File: src/sv/btha_div.sv
`default_nettype none
module btha_div #(
  parameter int unsigned WIDTH   = 16,
  parameter int unsigned DIVISOR = 16
) (
  input  wire logic             clk_i,
  input  wire logic             rst_ni,
  input  wire logic             start_i,
  input  wire logic [WIDTH-1:0] dividend_i,
  output logic                  done_o,
  output logic      [WIDTH-1:0] quotient_o
);

  localparam int unsigned SH  = WIDTH + $clog2(DIVISOR);
  localparam int unsigned PRW = SH + WIDTH;
  localparam longint unsigned MUL = ((64'd1 << SH) + 64'(DIVISOR) - 64'd1) / 64'(DIVISOR);

  logic             done_q;
  logic [WIDTH-1:0] quo_q;
  logic [PRW-1:0]   prod;

  // Multiply by the reciprocal rounded up; the error stays below one
  // quotient step for every dividend of WIDTH bits.
  assign prod = PRW'(dividend_i) * PRW'(MUL);

  always_ff @(posedge clk_i or negedge rst_ni) begin
    if (!rst_ni) begin
      done_q <= 1'b0;
    end else begin
      done_q <= start_i;
    end
  end

  // Quotient register, loaded at start.
  always_ff @(posedge clk_i) begin
    if (start_i) begin
      quo_q <= prod[SH +: WIDTH];
    end
  end

  assign done_o     = done_q;
  assign quotient_o = quo_q;

endmodule
`default_nettype wire

File: config.mk
export PLATFORM = sky130hd
export DESIGN_NAME = btha_div
export DESIGN_NICKNAME = d
export VERILOG_FILES = /design/src/sv/btha_div.sv
export SDC_FILE = /design/constraint.sdc
export NUM_CORES = 1
export LEC_CHECK = 0
export CAP_MARGIN = 20
export CORE_AREA = 2 2 39 41
export CTS_BUF_LIST = sky130_fd_sc_hd__clkbuf_4 sky130_fd_sc_hd__clkbuf_8
export CTS_CLUSTER_SIZE = 25
export DETAILED_ROUTE_END_ITERATION = 7
export DIE_AREA = 0 0 41 43
export DONT_BUFFER_PORTS = 1
export GPL_ROUTABILITY_DRIVEN = 1
export PLACE_DENSITY_LB_ADDON = 0.08
export REMOVE_ABC_BUFFERS = 1
export SLEW_MARGIN = 20
export SYNTH_ARGS = -nofsm -noshare
export SYNTH_HDL_FRONTEND = slang
export SYNTH_SLANG_ARGS = --single-unit
File: constraint.sdc
create_clock -name clk_i -period 0.8 [get_ports clk_i]
set_input_delay 0.12 -clock clk_i [delete_from_list [all_inputs] [get_ports clk_i]]
set_output_delay 0.12 -clock clk_i [all_outputs]
set_load 0.005 [all_outputs]
==> flow_summary.toml, run 1 <==
[outcome]
status = "finished with violations"
violations = "hold timing"

[floorplan]
die_area_um2 = 1760
dieWidth_um = 41
start_util_pct = 30.3
fp.dieH_um = 43
rows = 14
io_pins = 36
coreArea_um2 = 1380

[synthesis]
avgSynthCellArea_um2 = 23.3
synth_edf_count = 12
synth_top_area_cell = "edfxtp_1"
yosysTopAreaCellShare_pct = 86.0
synth_common_cells = "edfxtp_1 (12), buf_4 (4), conb_1 (1), dfrtp_1 (1)"
synthFlopType = "edfxtp_1"
yosysWarnings = 0
synth_area_um2 = 419
synth_area_leaders = "edfxtp_1 (86%), buf_4 (7.2%), dfrtp_1 (6.0%)"
synth_seq_area_share_pct = 91.9
synthArstFlopShare_pct = 7.69
yosys.cell_count.top_type = "edfxtp_1"
synthCells = 18
ys_types = 4
synth-seq-cells = 13

[finish]
syn_to_final_growth_pct = 38.5
nets = 54
final_cell_area_um2 = 581
diodes = 0
fin_cells = 50
drive_gt1_share_pct = 11.8

[global_routing]
antenna_found_initial = 0
grt_pass1_wl_um = 800
grt.total_usage_pct = 7.27
grt_start_max_net_pins = 14
grt_pass1_vias = 207
gr-total-overflow = 0

[worst_setup_path]
start_kind = "flip-flop"
endpoint_kind = "primary output"
path_max_fanout = 1
crit_arrival_ns = 0.66
criticalPathCategory = "reg -> out"
required_ns = 0.68

[power]
p_int_mw = 1.07
netSwitchingPower_mw = 0.228
swShare_pct = 17.6
p_clk_share_pct = 32.3
p_seq_share_pct = 63.5
vdd_drop_max_mv = 0.908
p_comb_share_pct = 4.2
powerDensity_nw_per_um2 = 2240
p_leak_nw = 0.215

[timing]
holdWs_ns = -0.120
grt_setup_unrepaired = "true"
drv_slew = 0
hold_violations = 13
finalSetupViolCount = 0
setup_ws_ns = 0.0170
min_period_ns = 0.783
period_share_pct = 97.9
fmax_ghz = 1.28

[place]
placed_area_um2 = 420
portBuffers = 0
preCtsSetupSlack_ns = 0.300
routabilityCongestion = 0.498
dp.cells = 33
hpwlAfterDp_um = 383

[drt]
drt-total-wl_um = 594
via_count = 208
wire_per_inst_um = 11.9
drcViolationCount = 0
postRouteAntennaNets = 0
viasPerCell = 4.16
dr.first_iter.drc_count = 1
dr.pass1.iters = 2

[clock_tree]
clock-sinks = 13
cts_root_buffer = "clkbuf_4"
cts_hold_buf = 13
h-tree-depth = 1
clk_path_buf_depth = 2
cts_buffers = 3
path_clk_slew_ns = 0.08
cts_tree = "done"

[run]
cap_violations = 0

[worst_hold_path]
hp-class = "in -> reg"
-- per-layer routing --
layer / GRT usage, % / up-vias / part of all wire [%]
met5: 0 / - / 0
met4: 6.00 / 0 / 0.84
met3: 6.28 / 2 / 14
met2: 10.9 / 17 / 57
met1: 5.15 / 99 / 28
li1: - / 90 / -
-- registers in the layout, summed over array words and instances (netlist names) --
name and count:
quotient_o 12, done_o 1
-- stage by stage --
stage | TNS [ns] | utilization [%] | hold slack (ns) | power [mW]
floorplan | 0 | - | -0.176 | 0.840
global placement | 0 | 30.4 | -0.176 | 0.847
detailed placement | 0 | 30.4 | -0.176 | 0.846
CTS | 0 | 42.0 | -0.130 | 1.32
global route | -0.128 | 42.0 | -0.143 | 1.36
finish | 0 | 42.0 | -0.120 | 1.30
-- power groups by stage --
stage	clock, mW	sequential (mW)	combinational (mW)
2_1_floorplan	0	0.836	0.00405
3_3_place_gp	0	0.843	0.00405
3_5_place_dp	0	0.842	0.00405
4_1_cts	0.438	0.827	0.0539
5_1_grt	0.464	0.834	0.0590
6_report	0.419	0.825	0.0540
-- cell usage in the layout, fill, tap and decap left out --
master	Yosys	layout
conb_1	1	4
clkbuf_4	0	4
edfxtp_1	12	12
dfrtp_1	1	1
dlygate4sd3_1	0	13
-- cells by family (layout without fill, tap and decap cells) --
kind of cell | count (synthesis) | after routing | synth area share [%]
other | 1 | 4 | 0.895
flip-flops | 13 | 13 | 91.9
buffers and inverters | 4 | 17 | 7.16
-- final cells by class --
class                           instances  area [um2]
Multi-Input combinational cell          4        15.0
Timing Repair Buffer                   13         130
Clock buffer                            4        30.0
Fill cell                             135         803
Tap cell                               16        20.0
Sequential cell                        13         385
-- path summary, 6_finish.rpt --
path / startpoint / endpoint / depth (start not counted)
min in group asynchronous: rst_ni / done_o$_DFF_PN0_ / 1
setup / recovery: quotient_o[0]$_DFFE_PP_ / quotient_o[0] / 0
max in group asynchronous: rst_ni / done_o$_DFF_PN0_ / 1
hold / removal: start_i / done_o$_DFF_PN0_ / 0
-- timing repair --
item | 4_1_cts | 5_1_grt
endpoints found under the setup margin | 0 | 9
setup buffers | 0 | 0
hold endpoints to repair | 26 | 13
gates resized for setup | 0 | 0
Power figures use the tool's default switching activity.
==> inputs of run 2 (changes only) <==
- REMOVE_ABC_BUFFERS: 1 -> not set
- SKIP_LAST_GASP: not set -> 1
==> run 2 against run 1 <==
Net effect: the flow still finishes with violations (hold timing); cell count did not move; combinational power barely moved; power fell by 0.79%; critical path depth did not move; core utilization did not move; critical path type unchanged; largest power group unchanged.
==> flow_summary.toml, run 2 (synthesis results as in run 1) <==
[floorplan]
io_pins = 36
coreArea_um2 = 1380
start_util_pct = 30.3
die_area_um2 = 1760
fp.dieH_um = 43
rows = 14
dieWidth_um = 41

[place]
routabilityCongestion = 0.544
portBuffers = 0
preCtsSetupSlack_ns = 0.289
hpwlAfterDp_um = 458
dp.cells = 33
placed_area_um2 = 420

[drt]
dr.first_iter.drc_count = 0
wire_per_inst_um = 11.7
dr.pass1.iters = 1
via_count = 196
postRouteAntennaNets = 0
drt-total-wl_um = 587
viasPerCell = 3.92
drcViolationCount = 0

[global_routing]
antenna_found_initial = 0
grtUsageMet1_pct = 6.19
grt_pass1_wl_um = 814
grt-busiest-layer = "met2"
gr-total-overflow = 0
grt.total_usage_pct = 7.89
grt_pass1_vias = 198
grt_use_met3_pct = 6.81
use_met2_pct = 12.5
grt_start_max_net_pins = 14

[power]
p_comb_share_pct = 4.2
p_seq_share_pct = 64.2
netSwitchingPower_mw = 0.218
p_leak_nw = 0.215
powerDensity_nw_per_um2 = 2220
p_int_mw = 1.07
p_clk_share_pct = 31.6
vdd_drop_max_mv = 0.848
swShare_pct = 16.9

[clock_tree]
cts_tree = "done"
h-tree-depth = 1
cts_setup_buffers = 0
path_clk_slew_ns = 0.07
clock-sinks = 13
cts_root_buffer = "clkbuf_4"
clk_path_buf_depth = 2
cts_buffers = 3
cts_hold_buf = 13

[worst_setup_path]
crit_arrival_ns = 0.66
path_max_fanout = 1
endpoint_kind = "primary output"
criticalPathCategory = "reg -> out"
start_kind = "flip-flop"
required_ns = 0.68
cp_num_cells = 0

[worst_hold_path]
hp-class = "in -> reg"
min_path_cells = 0

[finish]
nets = 54
mostFrequentLayoutCells = "dlygate4sd3_1 (13), edfxtp_1 (12), conb_1 (4), clkbuf_4 (4), dfrtp_1 (1)"
diodes = 0
drive_gt1_share_pct = 11.8
syn_to_final_growth_pct = 38.5
final_common_cell = "dlygate4sd3_1"
largest_reg_flops = 12
fill_cells = 130
final_cell_area_um2 = 581
fin_cells = 50

[timing]
finalSetupViolCount = 0
period_share_pct = 97.9
setup_ws_ns = 0.0170
holdWs_ns = -0.118
hold_violations = 13
grt_setup_unrepaired = "true"
min_period_ns = 0.783
fmax_ghz = 1.28
drv_slew = 0

[run]
cap_violations = 0

[outcome]
status = "finished with violations"
violations = "hold timing"
==> run 2: final timing paths <==
| check | startpoint | end | slack (ns) |
|---|---|---|---|
| max | quotient_o[5]$_DFFE_PP_ | quotient_o[5] | 0.02 |
| min | start_i | done_o$_DFF_PN0_ | -0.12 |
| max in group asynchronous | rst_ni | done_o$_DFF_PN0_ | 0.64 |
| min in group asynchronous | rst_ni | done_o$_DFF_PN0_ | 0.06 |
==> run 2: power by group through the flow <==
stage | registers [mW] | clock network [mW] | logic (mW)
floorplan | 0.836 | 0 | 0.0183
global placement | 0.844 | 0 | 0.00405
detailed placement | 0.845 | 0 | 0.00405
CTS | 0.829 | 0.432 | 0.0540
global route | 0.834 | 0.482 | 0.0596
finish | 0.827 | 0.407 | 0.0540
==> run 2: metrics by stage <==
step / power (mW) / util [%] / setup TNS [ns]
after global placement: 0.848 / 30.4 / 0
after detailed placement: 0.849 / 30.4 / 0
after CTS: 1.32 / 42.0 / -0.0117
final: 1.29 / 42.0 / 0
after global routing: 1.37 / 42.0 / -0.266
after floorplan: 0.854 / - / 0
==> run 2: layout make-up <==
class | count | area [um2] | share of cell area, %
clock buffer | 4 | 30.0 | 5.17
multi-input combinational | 4 | 15.0 | 2.59
sequential | 13 | 385 | 66.4
tap | 16 | 20.0 | 3.45
timing repair buffer | 13 | 130 | 22.4
==> run 2: repair_timing <==
action                                 4_1_cts  5_1_grt
endpoints found under the hold margin       26       13
cloned                                       0        0
resized for setup                            0        0
setup endpoints to repair                    1       13
pin swaps                                    0        0
==> run 2: per-layer routing <==
| layer | share of wire, % | wire (um) |
|---|---|---|
| met1 | 32 | 190 |
| met2 | 58 | 342 |
| met3 | 9.4 | 55 |
| met4 | 0 | 0 |
| met5 | 0 | 0 |
==> inputs of run 3 (changes only) <==
- ABC_AREA: not set -> 0
- CELL_PAD_IN_SITES_DETAIL_PLACEMENT: not set -> 0
- CELL_PAD_IN_SITES_GLOBAL_PLACEMENT: not set -> 1
==> run 3 against run 2 <==
Net effect: the flow still finishes with violations (hold timing); sequential power about the same; flip-flop and latch count unchanged; cell count unchanged; non-clock buffer count unchanged; first-iteration DRC count up 1; cell area unchanged; count of clock-buffer cells in the layout unchanged; via count up 2.0%; worst hold slack about the same; largest cell class unchanged.
==> flow_summary.toml, run 3 (synthesis results as in run 1) <==
[clock_tree]
cts_hold_buf = 13
h-tree-depth = 1
cts_tree = "done"
cts_buffers = 3
cts_setup_buffers = 0
cts_root_buffer = "clkbuf_4"
clk_path_buf_depth = 2
clock-sinks = 13
path_clk_slew_ns = 0.07

[finish]
fin_cells = 50
nets = 54
drive_gt1_share_pct = 11.8
diodes = 0
syn_to_final_growth_pct = 38.5
final_common_cell = "dlygate4sd3_1"
largest_reg_flops = 12
fill_cells = 141
mostFrequentLayoutCells = "dlygate4sd3_1 (13), edfxtp_1 (12), conb_1 (4), clkbuf_4 (4), dfrtp_1 (1)"

[timing]
period_share_pct = 97.5
hold_violations = 13
finalSetupViolCount = 0
drv_slew = 0
grt_setup_unrepaired = "true"
min_period_ns = 0.780
fmax_ghz = 1.28
holdWs_ns = -0.118
setup_ws_ns = 0.0199

[power]
p_seq_share_pct = 63.9
powerDensity_nw_per_um2 = 2230
swShare_pct = 17.3
p_int_mw = 1.07
p_comb_share_pct = 4.2
p_leak_nw = 0.215
vdd_drop_max_mv = 0.868
netSwitchingPower_mw = 0.223
p_clk_share_pct = 31.9

[drt]
dr.pass1.iters = 2
drcViolationCount = 0
via_count = 200
wire_per_inst_um = 12.2
viasPerCell = 4.00
dr.first_iter.drc_count = 1
drt-total-wl_um = 610
postRouteAntennaNets = 0

[floorplan]
fp.dieH_um = 43
die_area_um2 = 1760
coreArea_um2 = 1380
start_util_pct = 30.3
io_pins = 36
rows = 14
dieWidth_um = 41

[run]
cap_violations = 0

[global_routing]
grt_pass1_wl_um = 841
grt_start_max_net_pins = 14
grt.total_usage_pct = 7.46
antenna_found_initial = 0
gr-total-overflow = 0
grt_pass1_vias = 228

[worst_hold_path]
min_path_cells = 0
hold_start = "start_i"
hold_path_end = "done_o$_DFF_PN0_"
hp-class = "in -> reg"

[worst_setup_path]
path_max_fanout = 1
criticalPathCategory = "reg -> out"
start_kind = "flip-flop"
crit_arrival_ns = 0.66
required_ns = 0.68
endpoint_kind = "primary output"

[place]
routabilityCongestion = 0.532
preCtsSetupSlack_ns = 0.302
dp.cells = 33
portBuffers = 0

[outcome]
violations = "hold timing"
status = "finished with violations"
==> run 3: cell counts in the layout (fill, tap and decap cells not counted) <==
Identical to the previous run, type by type.
==> run 3: routing by layer <==
layer / up-vias / routed length (um) / global-route usage (%)
li1: 88 / - / -
met1: 94 / 222 / 6.83
met2: 18 / 335 / 12.8
met3: 0 / 53 / 3.14
met4: 0 / 0 / 4.00
met5: - / 0 / 0
==> run 3: power by group through the flow <==
stage                     combinational [mW]  sequential, mW  clock [mW]
after detailed placement             0.00405           0.844           0
after global placement               0.00405           0.843           0
after CTS                             0.0543           0.829       0.436
after floorplan                       0.0183           0.836           0
final                                 0.0540           0.827       0.412
after global routing                  0.0608           0.833       0.463
==> run 3: worst max-delay path by stage <==
stage	startpoint	end	slack [ns]	cells past startpoint
2_1_floorplan	quotient_o[0]$_DFFE_PP_	quotient_o[0]	0.32	0
3_3_place_gp	quotient_o[0]$_DFFE_PP_	quotient_o[0]	0.30	0
3_5_place_dp	quotient_o[5]$_DFFE_PP_	quotient_o[5]	0.30	0
4_1_cts	quotient_o[5]$_DFFE_PP_	quotient_o[5]	-0.0007	0
5_1_grt	quotient_o[5]$_DFFE_PP_	quotient_o[5]	-0.03	0
6_report	quotient_o[9]$_DFFE_PP_	quotient_o[9]	0.02	0
==> run 3: area by class of cell <==
class	count	area, um2	share of cell area [%]
Tap cell	16	20.0	3.45
Multi-Input combinational cell	4	15.0	2.59
Sequential cell	13	385	66.4
Clock buffer	4	30.0	5.17
Timing Repair Buffer	13	130	22.4
==> run 3: timing repair <==
action,CTS,global route
hold endpoints to repair,26,13
resized for setup,0,0
endpoints found under the setup margin,1,10
==> run 3: per-stage QoR <==
stage	TNS, ns	hold WS, ns	power (mW)	instance area, um2	util (%)
after detailed placement	0	-0.176	0.848	420	30.4
after CTS	-0.000675	-0.133	1.32	581	42.0
final	0	-0.118	1.29	581	42.0
after global routing	-0.0923	-0.139	1.36	581	42.0
after floorplan	0	-0.176	0.854	430	-
after global placement	0	-0.176	0.847	420	30.4
